==> src/rtl/core/expression_tokenizer_assert.svh <==
// Assertion macros for the expression tokenizer.
`ifndef EXPRESSION_TOKENIZER_ASSERT_SVH
`define EXPRESSION_TOKENIZER_ASSERT_SVH

// same-cycle implication
`define ET_ASSERT_NOW(lbl, ante, cons, msg) \
    lbl: assert property (@(posedge aclk) disable iff (!aresetn) (ante) |-> (cons)) \
        else $error(msg);

// next-cycle implication
`define ET_ASSERT_NEXT(lbl, ante, cons, msg) \
    lbl: assert property (@(posedge aclk) disable iff (!aresetn) (ante) |=> (cons)) \
        else $error(msg);

`endif

==> src/rtl/core/extok_pkg.sv <==
// Shared types and constants of the expression tokenizer.
`timescale 1ns / 1ps

package extok_pkg;

    localparam int MAX_RES = 7;
    localparam int CNT_W   = 3;

    localparam logic [2:0] EV_START = 3'd0;
    localparam logic [2:0] EV_VALUE = 3'd1;
    localparam logic [2:0] EV_END   = 3'd2;
    localparam logic [2:0] EV_UNTERM = 3'd3;
    localparam logic [2:0] EV_EXPR_END = 3'd4;

    localparam logic [3:0] TK_STR = 4'd0;
    localparam logic [3:0] TK_RE  = 4'd1;
    localparam logic [3:0] TK_LP  = 4'd2;
    localparam logic [3:0] TK_RP  = 4'd3;
    localparam logic [3:0] TK_EQ  = 4'd4;
    localparam logic [3:0] TK_NE  = 4'd5;
    localparam logic [3:0] TK_NOT = 4'd6;
    localparam logic [3:0] TK_AND = 4'd7;
    localparam logic [3:0] TK_OR  = 4'd8;
    localparam logic [3:0] TK_GT  = 4'd9;
    localparam logic [3:0] TK_GE  = 4'd10;
    localparam logic [3:0] TK_LT  = 4'd11;
    localparam logic [3:0] TK_LE  = 4'd12;
    localparam logic [3:0] TK_ACC = 4'd13;

    localparam logic [7:0] CH_NUL    = 8'h00;
    localparam logic [7:0] CH_TAB    = 8'h09;
    localparam logic [7:0] CH_CR     = 8'h0d;
    localparam logic [7:0] CH_SPACE  = 8'h20;
    localparam logic [7:0] CH_BANG   = 8'h21;
    localparam logic [7:0] CH_AMP    = 8'h26;
    localparam logic [7:0] CH_QUOTE  = 8'h27;
    localparam logic [7:0] CH_LPAREN = 8'h28;
    localparam logic [7:0] CH_RPAREN = 8'h29;
    localparam logic [7:0] CH_DASH   = 8'h2d;
    localparam logic [7:0] CH_SLASH  = 8'h2f;
    localparam logic [7:0] CH_LT     = 8'h3c;
    localparam logic [7:0] CH_EQUAL  = 8'h3d;
    localparam logic [7:0] CH_GT     = 8'h3e;
    localparam logic [7:0] CH_BSLASH = 8'h5c;
    localparam logic [7:0] CH_PIPE   = 8'h7c;

    typedef enum logic [3:0] {
        MODE_IDLE,
        MODE_STR,
        MODE_STRDBL,
        MODE_QSTR,
        MODE_REGEX,
        MODE_OP,
        MODE_DBL,
        MODE_DASH,
        MODE_DASHL
    } mode_t;

    typedef struct packed {
        mode_t      mode;
        logic [7:0] held;
        logic       prev_acc;
        logic       esc;
        logic       swallow;
    } lex_state_t;

    typedef struct packed {
        logic [7:0] char_in;
        logic       end_of_expr;
    } in_item_t;

    typedef struct packed {
        logic [2:0] event_res;
        logic [3:0] token_type;
        logic [7:0] value_char;
        logic       last;
    } out_item_t;

    typedef struct packed {
        logic [2:0] ev;
        logic [3:0] ty;
        logic [7:0] ch;
    } event_t;

    typedef struct packed {
        event_t [MAX_RES-1:0] items;
        logic [CNT_W-1:0]     cnt;
    } bundle_t;

endpackage

==> src/rtl/core/extok_lexer.sv <==
// Combinational lexer step: one character in, next state and event bundle out.
`timescale 1ns / 1ps

module extok_lexer
    import extok_pkg::*;
(
    input  in_item_t   in_data,
    input  lex_state_t st_cur,
    output lex_state_t st_next,
    output bundle_t    bnd
);

    typedef struct packed {
        lex_state_t st;
        bundle_t    b;
    } lex_t;

    function automatic logic is_ws(logic [7:0] c);
        return (c == CH_SPACE) || (c >= CH_TAB && c <= CH_CR);
    endfunction

    function automatic logic is_alnum(logic [7:0] c);
        return (c inside {[8'h30:8'h39], [8'h41:8'h5a], [8'h61:8'h7a]});
    endfunction

    function automatic lex_t push(lex_t x, logic [2:0] e, logic [3:0] t, logic [7:0] ch);
        if (x.b.cnt < CNT_W'(MAX_RES)) begin
            x.b.items[x.b.cnt] = '{ev: e, ty: t, ch: ch};
            x.b.cnt = x.b.cnt + CNT_W'(1);
        end
        return x;
    endfunction

    function automatic lex_t tok_start(lex_t x, logic [3:0] t);
        x = push(x, EV_START, t, CH_NUL);
        x.st.prev_acc = 1'b0;
        return x;
    endfunction

    function automatic lex_t op_token(lex_t x, logic [3:0] t);
        x = tok_start(x, t);
        x = push(x, EV_END, t, CH_NUL);
        return x;
    endfunction

    function automatic logic [3:0] op_type(logic [7:0] h, logic with_eq);
        logic [3:0] t;
        case (h)
            CH_BANG: t = with_eq ? TK_NE : TK_NOT;
            CH_LT:   t = with_eq ? TK_LE : TK_LT;
            default: t = with_eq ? TK_GE : TK_GT;
        endcase
        return t;
    endfunction

    function automatic logic [3:0] dbl_type(logic [7:0] h);
        return (h == CH_PIPE) ? TK_OR : TK_AND;
    endfunction

    function automatic lex_t idle_char(lex_t x, logic [7:0] c);
        if (!is_ws(c)) begin
            case (c)
                CH_LPAREN: x = op_token(x, TK_LP);
                CH_RPAREN: x = op_token(x, TK_RP);
                CH_EQUAL: begin
                    x = op_token(x, TK_EQ);
                    x.st.swallow = 1'b1;
                end
                CH_BANG, CH_LT, CH_GT: begin
                    x.st.held = c;
                    x.st.mode = MODE_OP;
                end
                CH_QUOTE: begin
                    x = tok_start(x, TK_STR);
                    x.st.mode = MODE_QSTR;
                end
                CH_SLASH: begin
                    if (x.st.prev_acc) begin
                        x = tok_start(x, TK_STR);
                        x = push(x, EV_VALUE, TK_STR, c);
                        x.st.mode = MODE_STR;
                    end else begin
                        x = tok_start(x, TK_RE);
                        x.st.mode = MODE_REGEX;
                    end
                end
                CH_PIPE, CH_AMP: begin
                    x.st.held = c;
                    x.st.mode = MODE_DBL;
                end
                CH_DASH: x.st.mode = MODE_DASH;
                CH_BSLASH: begin
                    x = tok_start(x, TK_STR);
                    x.st.esc = 1'b1;
                    x.st.mode = MODE_STR;
                end
                default: begin
                    x = tok_start(x, TK_STR);
                    x = push(x, EV_VALUE, TK_STR, c);
                    x.st.mode = MODE_STR;
                end
            endcase
        end
        return x;
    endfunction

    function automatic lex_t str_char(lex_t x, logic [7:0] c);
        if (x.st.esc) begin
            x = push(x, EV_VALUE, TK_STR, c);
            x.st.esc = 1'b0;
        end else if (is_ws(c)) begin
            x = push(x, EV_END, TK_STR, CH_NUL);
            x.st.mode = MODE_IDLE;
        end else begin
            case (c)
                CH_LPAREN, CH_RPAREN, CH_EQUAL, CH_BANG, CH_LT, CH_GT: begin
                    x = push(x, EV_END, TK_STR, CH_NUL);
                    x.st.mode = MODE_IDLE;
                    x = idle_char(x, c);
                end
                CH_PIPE, CH_AMP: begin
                    x.st.held = c;
                    x.st.mode = MODE_STRDBL;
                end
                CH_BSLASH: x.st.esc = 1'b1;
                default:   x = push(x, EV_VALUE, TK_STR, c);
            endcase
        end
        return x;
    endfunction

    function automatic lex_t quote_char(lex_t x, logic [7:0] c, logic [7:0] closer,
                                        logic [3:0] t);
        if (x.st.esc) begin
            x = push(x, EV_VALUE, t, c);
            x.st.esc = 1'b0;
        end else if (c == CH_BSLASH) begin
            x.st.esc = 1'b1;
        end else if (c == closer) begin
            x = push(x, EV_END, t, CH_NUL);
            x.st.mode = MODE_IDLE;
        end else begin
            x = push(x, EV_VALUE, t, c);
        end
        return x;
    endfunction

    function automatic lex_t dispatch(lex_t x, logic [7:0] c);
        logic [7:0] h;
        h = x.st.held;
        case (x.st.mode)
            MODE_STR: x = str_char(x, c);
            MODE_STRDBL: begin
                x.st.held = CH_NUL;
                if (c == h) begin
                    x = push(x, EV_END, TK_STR, CH_NUL);
                    x = op_token(x, dbl_type(h));
                    x.st.mode = MODE_IDLE;
                end else begin
                    x = push(x, EV_VALUE, TK_STR, h);
                    x.st.mode = MODE_STR;
                    x = str_char(x, c);
                end
            end
            MODE_QSTR:  x = quote_char(x, c, CH_QUOTE, TK_STR);
            MODE_REGEX: x = quote_char(x, c, CH_SLASH, TK_RE);
            MODE_OP: begin
                x.st.held = CH_NUL;
                x.st.mode = MODE_IDLE;
                if (c == CH_EQUAL) begin
                    x = op_token(x, op_type(h, 1'b1));
                end else begin
                    x = op_token(x, op_type(h, 1'b0));
                    x = idle_char(x, c);
                end
            end
            MODE_DBL: begin
                x.st.held = CH_NUL;
                if (c == h) begin
                    x = op_token(x, dbl_type(h));
                    x.st.mode = MODE_IDLE;
                end else begin
                    x = tok_start(x, TK_STR);
                    x = push(x, EV_VALUE, TK_STR, h);
                    x.st.mode = MODE_STR;
                    x = str_char(x, c);
                end
            end
            MODE_DASH: begin
                if (is_alnum(c)) begin
                    x.st.held = c;
                    x.st.mode = MODE_DASHL;
                end else begin
                    x = tok_start(x, TK_STR);
                    x = push(x, EV_VALUE, TK_STR, CH_DASH);
                    x.st.mode = MODE_STR;
                    x = str_char(x, c);
                end
            end
            MODE_DASHL: begin
                x.st.held = CH_NUL;
                if (is_ws(c)) begin
                    x = push(x, EV_START, TK_ACC, h);
                    x = push(x, EV_END, TK_ACC, h);
                    x.st.prev_acc = 1'b1;
                    x.st.mode = MODE_IDLE;
                end else begin
                    x = tok_start(x, TK_STR);
                    x = push(x, EV_VALUE, TK_STR, CH_DASH);
                    x = push(x, EV_VALUE, TK_STR, h);
                    x.st.mode = MODE_STR;
                    x = str_char(x, c);
                end
            end
            default: begin
                x.st.mode = MODE_IDLE;
                x = idle_char(x, c);
            end
        endcase
        return x;
    endfunction

    function automatic lex_t flush(lex_t x);
        logic [7:0] h;
        h = x.st.held;
        case (x.st.mode)
            MODE_STR: begin
                if (x.st.esc) begin
                    x = push(x, EV_VALUE, TK_STR, CH_BSLASH);
                end
                x = push(x, EV_END, TK_STR, CH_NUL);
            end
            MODE_STRDBL: begin
                x = push(x, EV_VALUE, TK_STR, h);
                x = push(x, EV_END, TK_STR, CH_NUL);
            end
            MODE_QSTR:  x = push(x, EV_UNTERM, TK_STR, CH_NUL);
            MODE_REGEX: x = push(x, EV_UNTERM, TK_RE, CH_NUL);
            MODE_OP:    x = op_token(x, op_type(h, 1'b0));
            MODE_DBL: begin
                x = tok_start(x, TK_STR);
                x = push(x, EV_VALUE, TK_STR, h);
                x = push(x, EV_END, TK_STR, CH_NUL);
            end
            MODE_DASH: begin
                x = tok_start(x, TK_STR);
                x = push(x, EV_VALUE, TK_STR, CH_DASH);
                x = push(x, EV_END, TK_STR, CH_NUL);
            end
            MODE_DASHL: begin
                x = tok_start(x, TK_STR);
                x = push(x, EV_VALUE, TK_STR, CH_DASH);
                x = push(x, EV_VALUE, TK_STR, h);
                x = push(x, EV_END, TK_STR, CH_NUL);
            end
            default: begin
                x.st.mode = MODE_IDLE;
            end
        endcase
        x = push(x, EV_EXPR_END, TK_STR, CH_NUL);
        x.st = '{mode: MODE_IDLE, held: CH_NUL, prev_acc: 1'b0, esc: 1'b0, swallow: 1'b0};
        return x;
    endfunction

    lex_t step;

    always_comb begin
        step.st = st_cur;
        step.b  = '0;
        if (in_data.char_in == CH_NUL) begin
            step = flush(step);
        end else begin
            if (step.st.swallow) begin
                step.st.swallow = 1'b0;
                if (in_data.char_in != CH_EQUAL) begin
                    step = dispatch(step, in_data.char_in);
                end
            end else begin
                step = dispatch(step, in_data.char_in);
            end
            if (in_data.end_of_expr) begin
                step = flush(step);
            end
        end
    end

    assign st_next = step.st;
    assign bnd     = step.b;

endmodule

==> src/rtl/core/expression_tokenizer.sv <==
// Expression tokenizer top level: input register, lexer step, event bundle drain.
// A character is registered on accept; its events load into the bundle register once the bundle
// is empty or its last event is taken. One character per cycle while each yields at most one
// event and m_ready is high; one yielding more holds the bundle register and the input until
// its last event is taken. Characters with no event leave nothing in the bundle register.
// Reset: synchronous, active low; clears lexer state and all valid flags.
`timescale 1ns / 1ps
`include "expression_tokenizer_assert.svh"

module expression_tokenizer
    import extok_pkg::*;
(
    input  logic      aclk,
    input  logic      aresetn,
    input  logic      s_valid,
    output logic      s_ready,
    input  in_item_t  s_data,
    output logic      m_valid,
    input  logic      m_ready,
    output out_item_t m_data
);

    in_item_t         in_reg;
    logic             in_vld_reg;
    lex_state_t       st_reg;
    lex_state_t       st_next;
    bundle_t          bnd_reg;
    bundle_t          bnd_next;
    logic             out_vld_reg;
    logic [CNT_W-1:0] idx_reg;
    logic             last_ev;
    logic             load;
    event_t           cur_ev;

    extok_lexer u_lexer (
        .in_data (in_reg),
        .st_cur  (st_reg),
        .st_next (st_next),
        .bnd     (bnd_next)
    );

    assign cur_ev  = bnd_reg.items[idx_reg];
    assign last_ev = (idx_reg == bnd_reg.cnt - CNT_W'(1));
    assign load    = in_vld_reg && (!out_vld_reg || (m_ready && last_ev));
    assign s_ready = !in_vld_reg || load;

    assign m_valid = out_vld_reg;
    assign m_data  = '{event_res: cur_ev.ev, token_type: cur_ev.ty,
                       value_char: cur_ev.ch, last: last_ev};

    always_ff @(posedge aclk) begin
        if (!aresetn) begin
            in_vld_reg  <= 1'b0;
            out_vld_reg <= 1'b0;
            idx_reg     <= '0;
            st_reg      <= '{mode: MODE_IDLE, held: CH_NUL, prev_acc: 1'b0,
                             esc: 1'b0, swallow: 1'b0};
        end else begin
            if (s_valid && s_ready) begin
                in_reg     <= s_data;
                in_vld_reg <= 1'b1;
            end else if (load) begin
                in_vld_reg <= 1'b0;
            end
            if (load) begin
                st_reg      <= st_next;
                bnd_reg     <= bnd_next;
                out_vld_reg <= (bnd_next.cnt != '0);
                idx_reg     <= '0;
            end else if (out_vld_reg && m_ready) begin
                if (last_ev) begin
                    out_vld_reg <= 1'b0;
                end else begin
                    idx_reg <= idx_reg + CNT_W'(1);
                end
            end
        end
    end

    `ET_ASSERT_NOW(a_idx_in_range, out_vld_reg, idx_reg < bnd_reg.cnt, "event index past bundle")
    `ET_ASSERT_NEXT(a_load_offers, load && |bnd_next.cnt, m_valid && idx_reg == '0, "no offer")
    `ET_ASSERT_NEXT(a_bundle_drains, m_valid && m_ready && !m_data.last, m_valid, "early drop")
    `ET_ASSERT_NEXT(a_accept_held, s_valid && s_ready, in_vld_reg, "accepted character not held")

endmodule
==> config.mk <==
export PLATFORM = sky130hd
export DESIGN_NAME = expression_tokenizer
export DESIGN_NICKNAME = d
export VERILOG_FILES = /design/src/rtl/core/extok_pkg.sv /design/src/rtl/core/extok_lexer.sv /design/src/rtl/core/expression_tokenizer.sv
export VERILOG_INCLUDE_DIRS = /design/src /design/src/rtl/core
export SDC_FILE = /design/constraint.sdc
export NUM_CORES = 1
export LEC_CHECK = 0
export ABC_AREA = 0
export BUFFER_PORTS_ARGS = -buffer_cell sky130_fd_sc_hd__buf_2
export CAP_MARGIN = 25
export CORE_MARGIN = 3
export CORE_UTILIZATION = 35
export DETAILED_ROUTE_END_ITERATION = 7
export REMOVE_ABC_BUFFERS = 1
export SLEW_MARGIN = 20
export SYNTH_ARGS = -nofsm -noshare
export SYNTH_HDL_FRONTEND = slang
export SYNTH_SLANG_ARGS = --single-unit
==> constraint.sdc <==
create_clock -name aclk -period 8.8 [get_ports aclk]
set_clock_uncertainty 0.15 [all_clocks]
set_input_delay 1.32 -clock aclk [delete_from_list [all_inputs] [get_ports aclk]]
set_output_delay 1.32 -clock aclk [all_outputs]
set_load 0.05 [all_outputs]
Word-level counts from Yosys, hierarchy flattened. Cells that the tools add are included.

Reductions and logical operators: 158. Multiplexer cells: 1312. Add/subtract/negate cells: 125. Eq/ne operators: 37. Bitwise gates (word level): 379. Order comparisons: 378.

Operators by type and width (count): $mux W108 (737); $demux W15 S3 (123); $bwmux W105 (52); $not A98 Y98 (54); $pmux W111 S7 (6); $pmux W110 S7 (6); $and A98 B98 Y98 (45); $not A91 Y91 (39); $mux W123 (28); $and A91 B91 Y91 (33); $mux W18 (127); $pmux W109 S2 (10); $mux W122 (17); $pmux W123 S8 (2); $mux W15 (124); $pmux W108 S8 (2); $not A105 Y105 (13); $pmux W110 S6 (2); $not A84 Y84 (15); $and A105 B105 Y105 (11); $and A84 B84 Y84 (13); $and A14 B98 Y98 (9); $not A70 Y70 (9); $and A13 B91 Y91 (6); 64 further kinds (906).

Output and inout port bits: 18. Word-level logic and storage cells: 2421. Register bits after elaboration: 137. Bits of input ports: 13.

Logic depth before layout (Yosys ltp). Gate-level depths: netlist (run 1).

Word-level depth: 125. Mapped depth: 31. Depth with buffers taken out: 22.

Modules after synthesis. A second synthesis (run 1) with hierarchy kept.

Cell total of the unflattened synthesis: 1638. Area, all modules: 12898.6 um^2.

Modules (own cells, without submodules): extok_lexer (instances 1, area each 7616.1 um^2, cells an instance 1307, seq. area each 0.0 um^2); expression_tokenizer (instances 1, area each 5282.6 um^2, cells an instance 331, seq. area each 3913.8 um^2).

Least setup slack after synthesis (run 1). OpenSTA, ideal clock, no wires.

Kind: register to register. Start point: reg in_reg[7] in the netlist's numbering. End point: reg out_vld_reg (netlist: m_valid). Slack: 2067 ps. Clock period less this slack: 6733 ps. Setup time: 125 ps. Cell stages (with the launch flop): 30. Arrival time: 6458 ps. Required time: 8525 ps. Buffers on the path: 9. Cell sequence: edfxtp_1 buf_6 or4b_4 or3_1 buf_2 a211oi_1 a31oi_1 a31o_4 inv_4 buf_2 buf_1 ha_1 clkbuf_1 clkbuf_1 clkbuf_1 ha_1 clkbuf_1 inv_1 nor2_1 nor2_1 a31oi_1 ha_1 or4_1 a2111oi_2 o21bai_2 nand2_2 buf_6 nand4_1 o311a_1 o41a_1.

RTL lines: start: declaration (RTL line expression_tokenizer.sv:23) `in_item_t in_reg;`; start signal: assignment (RTL line expression_tokenizer.sv:60) `in_reg <= s_data;`; end signal: assignment (RTL line expression_tokenizer.sv:68) `out_vld_reg <= (bnd_next.cnt != '0);`; end: declaration (RTL line expression_tokenizer.sv:29) `logic out_vld_reg;`.

Final worst setup path (run 1).
Start point: reg in_reg[4] in the netlist's numbering. End point: reg bnd_reg[52] in the netlist's numbering (data pin).

Word-level cells in the longest chain between the ends: 40. Elaborated cells between the ends (all ways): 315. Those cells by class: add/sub: 11; order compare: 44; eq/ne: 23; mux: 187; bitwise: 23; reduce/logical: 27.

Ends and longest elaborated chain: $eq A8 B7 Y1, or another cell as far along; $reduce_or A6 Y1 (no source line); $pmux W110 S7 / $pmux W111 S7 (equally long branches); $pmux W109 S2; $mux W122 / $mux W123 (equally long branches) (2 in series); $mux W111, or another cell as far along; $pmux W123 S8; $mux W123 (3 in series); (+21 left out); $logic_and A1 B1 Y1 / $mux W108 (equally long branches); $mux W15 / $pmux W108 S8 (equally long branches); $demux W15 S3 / $mux W108 (equally long branches); $not A98 Y98 (no source line) / $mux W108 (equally long branches); $and A98 B98 Y98 (no source line); $mux W108; $mux W123; $mux W123 (*); end signal: assignment (RTL line expression_tokenizer.sv:67) `bnd_reg <= bnd_next;`; end: declaration (RTL line expression_tokenizer.sv:27) `bundle_t bnd_reg;`.

Mark *: on every way between the ends. The rest lies on a longest branch, timed or not. The select of a mux whose other input is x is not followed. A chain may end at the register's enable or synchronous reset.

==> results of run 1 <==
worst max-delay path, stage by stage, from the launching register on:
cell and delay [ns]:
edfxtp_1 0.98, nand4b_1 0.51, o211a_1 0.35, nor3_1 0.58, o2bb2ai_1 0.12, or4_4 0.52, nand2_4 0.18, inv_2 0.13
ha_1 0.35, inv_1 0.22, xnor2_2 0.28, nor2_1 0.16, nor2_1 0.26, a31oi_1 0.14, ha_1 0.23, or4_1 0.59
a2111oi_2 0.36, o21bai_2 0.18, nand2_2 0.27, o21ai_1 0.12, buf_4 0.21, nand2b_1 0.25, o21ai_0 0.24
layout by cell type, fill, tap and decap left out, types with 24 or more instances in the layout:
cell	count
a21oi_1	188
a31oi_1	28
buf_2	30
buf_4	54
edfxtp_1	117
inv_1	25
nand2_1	213
nand3_1	52
nor2_1	191
nor3_1	41
o21ai_0	143
o22ai_1	24
power groups by stage:
| stage | clock network, mW | registers, mW | logic (mW) |
|---|---|---|---|
| floorplan | 0 | 0.764 | 0.336 |
| CTS | 0.755 | 0.754 | 0.531 |
| global route | 0.781 | 0.755 | 0.582 |
| global placement | 0 | 0.766 | 0.532 |
| detailed placement | 0 | 0.767 | 0.528 |
| finish | 0.744 | 0.753 | 0.551 |
worst max-delay path by stage:
stage               startpoint     endpoint  slack, ns
finish               in_reg[4]  bnd_reg[52]       1.19
global route         in_reg[3]  bnd_reg[52]       0.84
CTS                  in_reg[5]  bnd_reg[52]       1.20
detailed placement   in_reg[5]  bnd_reg[52]       1.24
global placement     in_reg[5]  bnd_reg[71]       1.37
floorplan            in_reg[5]   bnd_reg[4]       2.20
cell families (layout without fill, tap and decap cells):
kind of cell / after synthesis / in the layout / share of synthesized area
compound gates: 643 / 643 / 0.3309
simple gates: 654 / 654 / 0.2411
flops: 137 / 137 / 0.3025
fa+ha+maj: 8 / 8 / 0.007736
buf+inv: 151 / 145 / 0.05018
xor+xnor: 32 / 32 / 0.02446
mux: 37 / 37 / 0.04322
metrics by stage:
stage	util	setup slack, ns
after floorplan	-	2.200
after global placement	0.3770	1.366
after detailed placement	0.3770	1.243
after CTS	0.3934	1.201
after global routing	0.3944	0.8395
final	0.3944	1.192
cell type report:
class	instances	area [um2]
Fill cell	3724	21800
Inverter	27	103.9
Tap cell	461	576.8
Sequential cell	137	3916
Clock inverter	15	166.4
Multi-Input combinational cell	1374	8419
Clock buffer	17	425.4
Timing Repair Buffer	86	590.6
routing by layer:
metal	GRT usage	vias up	routed length [um]	part of all wire
met4	0.1740	4	4134	0.064
met1	0.4320	7003	25780	0.40
li1	-	6281	-	-
met3	0.06840	226	6421	0.10
met2	0.4990	1042	28080	0.44
met5	0	-	22	0.00034
==> results.md, run 1 <==
- The source-to-sink clock delay at the later pin of the worst-skew pair is 0.46 ns.
- Counting flops with an async set or reset pin after synthesis yields a share of 0.
- The number of standard cells in the layout, taps in and fillers out is 2,117.
- The number of slew-limit violations in the final report is 0.
- The worst hold margin is 0.3937 ns.
- The clock passes through at most 2 buffers.
- The total via count after detailed routing is 14,560.
- The run finished with clean final reports.
- CTS saw 137 sinks.
- In this run, placement finished with an instance count of 2,083.
- STA classifies the critical path endpoint as a flip-flop.
- The number of input and output port buffers inserted is 30.
- TritonCTS built the clock tree.
- The mean instance size in the synthesized netlist is 7.786 um2.
- The die outline width is 198.3 um.
- The ratio of final minimum period to clock period is 0.8646.
- The count of buffers added by post-CTS timing repair for setup is 0.
- The summed instance area of the synthesized netlist is 12,940 um2.
- The count of nets left with antenna violations once routing finished came out at 0.
- The number of clock buffers added by TritonCTS is 17.
- After detailed placement, the total cell area comes to 13,570 um2.
- The flip-flop and latch count after synthesis is 137.
- Setup repair after global routing left no endpoint under its margin.
- The setup path with the least slack is of type flip-flop to flip-flop.
- The HPWL after detailed placement is 48,620 um.
- The path type of the worst min-delay path is flip-flop to flip-flop.
- The initial antenna violation count came to 2.
- The floorplan has 69 rows.
- Of the synthesized area, sequential elements account for 0.3025.
- The maximum resistive drop on vdd is 0.0001479 V.
- The largest fanout of any net on the critical path is 24.
- The cell area power density is 144.3 nW/um2.
- The transition time at the pin with the least slew margin is 1.078 ns.
- The dominant register cell in the synthesized netlist is edfxtp_1.
- Gates resized during post-CTS repair numbered 0.
- The area growth from synthesis to layout is 9.727%.
- The startpoint type of the worst setup path is a flip-flop.
- After technology mapping, the gate count stands at 1,662.
- The combinational power share is 0.269.
- For this design, the CTS-stage hold fixing added 0 buffers.
- The clock period minus worst slack is 7.608 ns.
- For this run, design rule violations remaining after detail routing come to 0.
- The routed length per instance is 30.44 um.
- The core outline area is 36,000 um2.
- The internal power is 1.316 mW.
- In the synthesized netlist, the cells that appear most often are nand2_1 (213), nor2_1 (191), a21oi_1 (188).
- The startpoint identified for the worst hold timing path is in_vld_reg.
- The most common cell in the synthesized netlist is nand2_1.
- The floorplan step defined a die boundary enclosing 39,320 um2.
- The part of the power in registers is 0.367.
- The clock-pin slew reported for the worst setup and hold paths after clock tree synthesis is 0.07 ns.
- The final-stage net count is 1,664.
- Across the run, the number of max-cap violations was 0.
- The dominant cell type by area after synthesis is edfxtp_1.
- Of the cells placed in the final design, the portion with a size suffix greater than 1 is 0.1244.
- The register-to-register setup slack is 1.19 ns.
- The critical path required time is 8.94 ns.
- The fraction of power spent switching nets is 0.3577.
- The first global-routing pass estimated 93,850 um of wire.
- The CTS root buffer is clkbuf_16.
- The critical path arrival is 7.74 ns.
- Of the total power, the clock network draws 0.363.
- The net switching power is 0.7326 mW.
- The count of routing violations after the opening detailed-route iteration is 2,298.
- The register with the most flip-flops in the layout has 108 of them.
- The startpoint identified for the worst register-to-register timing path is in_reg[4].
- The starting density of the core is 0.3594.
- The H-tree depth reported by CTS is 4.
- For this design the static power due to leakage is 4.766 nW.
- The placer congestion estimate is 1.069.
- The final hold violation count is 0.
- Yosys mapped a number of flops with a built-in enable equal to 117.
- The number of antenna repair diodes is 0.
- The final sum of negative setup slack is 0 ns.
- Setup violations remaining at the end of the flow were counted as 0.
- The worst hold path passes through 2 cells.
- Yosys attributes the largest share of cell area to edfxtp_1 (27%), a21oi_1 (7.3%), nand2_1 (6.2%), nor2_1 (5.5%), o21ai_0 (5.5%).
- The overall routed net length is 64,440 um.
- The end point of the most critical hold path is in_vld_reg.
- The peak clock frequency supported by timing is 0.1314 GHz.
- Summing all non-filler instances in the final layout gives an area of 14,200 um2.
- Of the post-synthesis cell area, the dominant cell type holds 0.2715.
- The floorplan step set the die height to 198.3 um.
- The count of unique library cells instantiated by Yosys is 119.
- The leftover overflow at the end of global routing is 0.
- The worst relative slew slack is 0.2800.
- The number of vias per cell is 6.876.
- The path depth of the worst reg2reg path is 22.
- The pre-antenna-repair detailed-routing pass consisted of 6 iterations.
- The design draws 2.048 mW.
- The count of warnings emitted by yosys is 0.
- The via count of the first global-routing pass came to 13,510.
- Entering global routing, the biggest net connects 66 pins.
- The worst flop-to-flop path endpoint is bnd_reg[52].
- The global-route usage over all layers is 0.3258.
- The count of pins on the block boundary is 31.
Note: power is estimated with default switching activity, not from simulation.
==> run 2, diff against run 1 <==
- clock period: 8.8 -> 7.77 ns (I/O delays scaled with it)
==> run 2 against run 1 <==
Critical path depth unchanged. Fmax up 3.6%. First-iteration DRC count up 3.3%. Routed wire length up 1.2%. Critical endpoint unchanged. Largest power group is now the clock network.
==> results.md, run 2 (synthesized netlist as in run 1, its figures left out) <==
- The count of pins on the block boundary is 31 (unchanged).
- The multi-input logic area is 8426 um2 (about the same).
- The post-detailed-route DRC marker count was 0 (unchanged).
- The critical path required time is 7.91 ns (-1.03 ns).
- The kind of capture point of the worst setup path is a flip-flop.
- The worst hold path belongs to the class flip-flop to flip-flop.
- In this run the critical register-to-register path is captured at bnd_reg[52].
- The critical path arrival is 7.49 ns (-0.25 ns).
- The CTS root buffer is clkbuf_16.
- The source-to-sink clock delay at the later pin of the worst-skew pair was 0.46 ns (about the same).
- The static power due to leakage is 4.897 nW (+2.8%).
- The path type of the worst setup path is flip-flop to flip-flop.
- The final-stage net count was 1,687 (+1.4%).
- The die outline width is 198.3 um (unchanged).
- The number of input and output port buffers inserted came to 30 (unchanged).
- The clock-pin slew reported for the worst setup and hold paths after clock tree synthesis is 0.07 ns (about the same).
- The register-to-register setup slack is 0.43 ns (-0.77 ns).
- The initial antenna violation count is 2 (unchanged).
- The number of slew-limit violations in the final report is 0 (unchanged).
- The area of all sequential standard cells was 3916 um2 (unchanged).
- The proportion of layout cells with a drive suffix above 1 is 0.1376 (+0.01319).
- The count of hold buffers inserted by post-cts repair came to 0 (unchanged).
- The number of standard cells in the layout, taps in and fillers out is 2,140 (+1.1%).
- The placer congestion estimate was 1.051 (-1.7%).
- The number of vias per cell came to 6.842 (-0.49%).
- The full die area is 39,320 um2 (unchanged).
- Setup repair after global routing left no endpoint under its margin.
- The global-route usage over all layers is 0.3287 (+0.002823).
- The path depth of the worst reg2reg path is 22 (unchanged).
- The height of the die is 198.3 um (unchanged).
- The run finished with clean final reports.
- The leftover overflow at the end of global routing came to 0 (unchanged).
- The reg-to-reg startpoint is in_reg[3].
- The core outline area is 36,000 um2 (unchanged).
- The clock sink count is 137 (unchanged).
- The worst hold margin is 0.4039 ns (+0.01019 ns).
- The worst relative slew slack is 0.2704 (-0.009627).
- The instance area at placement came to 13,740 um2 (+1.3%).
- The total via count after detailed routing is 14,640 (+0.59%).
- The largest fanout of any net on the critical path is 26 (+8.3%).
- The final number of setup-violating endpoints is 0 (unchanged).
- The most critical setup path has its endpoint at bnd_reg[52].
- The maximum buffer depth of the clock tree is 2 (unchanged).
- The number of maximum-capacitance violations was 0 (unchanged).
- The clock period minus worst slack is 7.344 ns (-0.2645 ns).
- The largest net degree at the start of global routing is 78 (+18%).
- The via count of the first global-routing pass is 13,550 (+0.30%).
- The number of antenna repair diodes is 0 (unchanged).
- The starting density of the core is 0.3594 (unchanged).
- The H-tree depth reported by CTS is 4 (unchanged).
- The count of fill cells added during filler insertion is 3,686 (-1.0%).
- The final sum of negative setup slack was 0 ns (unchanged).
- The cell area power density is 163.7 nW/um2 (+13%).
- The post-layout instance area was 14,400 um2 (+1.4%).
- The count of cells along the worst hold path was 2 (unchanged).
- The overall routed net length is 65,200 um (+1.2%).
- The count of buffers added by post-CTS timing repair for setup was 0 (unchanged).
- The count of routing violations after the opening detailed-route iteration came to 2,374 (+3.3%).
- The startpoint type of the worst setup path is a flip-flop.
- The peak clock frequency supported by timing was 0.1362 GHz (+3.6%).
- TritonCTS built the clock tree.
- The transition time at the pin with the least slew margin is 1.092 ns (+0.01441 ns).
- The number of nets with antenna violations after routing is 0 (unchanged).
- The clock buffer count from CTS is 17 (unchanged).
- The routed length per instance is 30.47 um (about the same).
- The iteration count of the initial detailed-routing pass was 6 (unchanged).
- Leaving out fill and tap cells, the most frequent cell in the layout is nand2_1.
- The timing startpoint of the critical path is in_reg[3].
- From synthesis to final layout, the design area changed by 11.29%.
- The total instance count after detailed placement is 2,105 (+1.1%).
- The global-route wire length before repair was 94,810 um (+1.0%).
- The detailed-placement wirelength estimate is 49,100 um (+0.98%).
- The ratio of final minimum period to clock period was 0.9452 (+0.08058).
- The floorplan row count is 69 (unchanged).
- The quantity of gates resized following cts was 0 (unchanged).
- The final hold violation count is 0 (unchanged).
- The maximum resistive drop on vdd is 0.0001603 V (+8.4%).
- Leaving out fill and tap cells, the most frequent cells in the layout are nand2_1 (213), nor2_1 (191), a21oi_1 (187), o21ai_0 (143), edfxtp_1 (117).
- The number of flip-flops in the largest register is 108 (unchanged).
## run 2: cell types whose count changed in the layout (fill, tap and decap cells not counted), sizes merged
cell / change
inv: +1
buf: +23
clkinvlp: -1
## run 2: critical path: stages, from the launching register on
cell and delay [ns]:
edfxtp_1 0.77, or2_1 0.40, o2111ai_1 0.50, a21oi_1 0.21, a211o_1 0.32, or4_4 0.61, nand2_4 0.18, inv_2 0.12
ha_1 0.31, ha_1 0.30, inv_1 0.17, nor2_1 0.08, nor2_1 0.34, a31oi_1 0.14, ha_1 0.21, or4_1 0.60
a2111oi_2 0.35, o21bai_2 0.17, nand2_2 0.29, o21ai_1 0.23, buf_4 0.25, nand2b_1 0.23, o21ai_0 0.22
## run 2: area by class of cell
class	instances	share of cell area
Sequential cell	137	0.2719
Clock buffer	17	0.02954
Tap cell	461	0.04005
Inverter	27	0.007211
Clock inverter	15	0.01286
Timing Repair Buffer	109	0.05334
Multi-Input combinational cell	1374	0.5851
## run 2: worst min path at each step
stage	startpoint	endpoint	slack, ns
after global placement	in_vld_reg	in_vld_reg	0.38
after detailed placement	in_vld_reg	in_vld_reg	0.39
after CTS	in_vld_reg	in_vld_reg	0.40
after floorplan	st_reg[2]	st_reg[2]	0.34
final	in_vld_reg	in_vld_reg	0.40
after global routing	in_vld_reg	in_vld_reg	0.43
## run 2: metal layers
layer  GRT usage  wire length (um)
met1      0.4355             25870
met2      0.5040             28530
met3     0.07487              7001
met4      0.1657              3770
met5           0                27
## run 2: metrics by stage
stage | util | setup WS [ns] | total power [mW]
floorplan | - | 1.170 | 1.246
global placement | 0.3817 | 0.6854 | 1.480
detailed placement | 0.3817 | 0.5284 | 1.476
CTS | 0.3987 | 0.4861 | 2.341
global route | 0.4000 | 0.08372 | 2.436
finish | 0.4000 | 0.4261 | 2.357
## run 2: report_power, final
group          total, mW  switching (mW)  internal, mW
clock network      0.868           0.381         0.487
logic              0.640           0.449         0.191
registers          0.849          0.0212         0.827
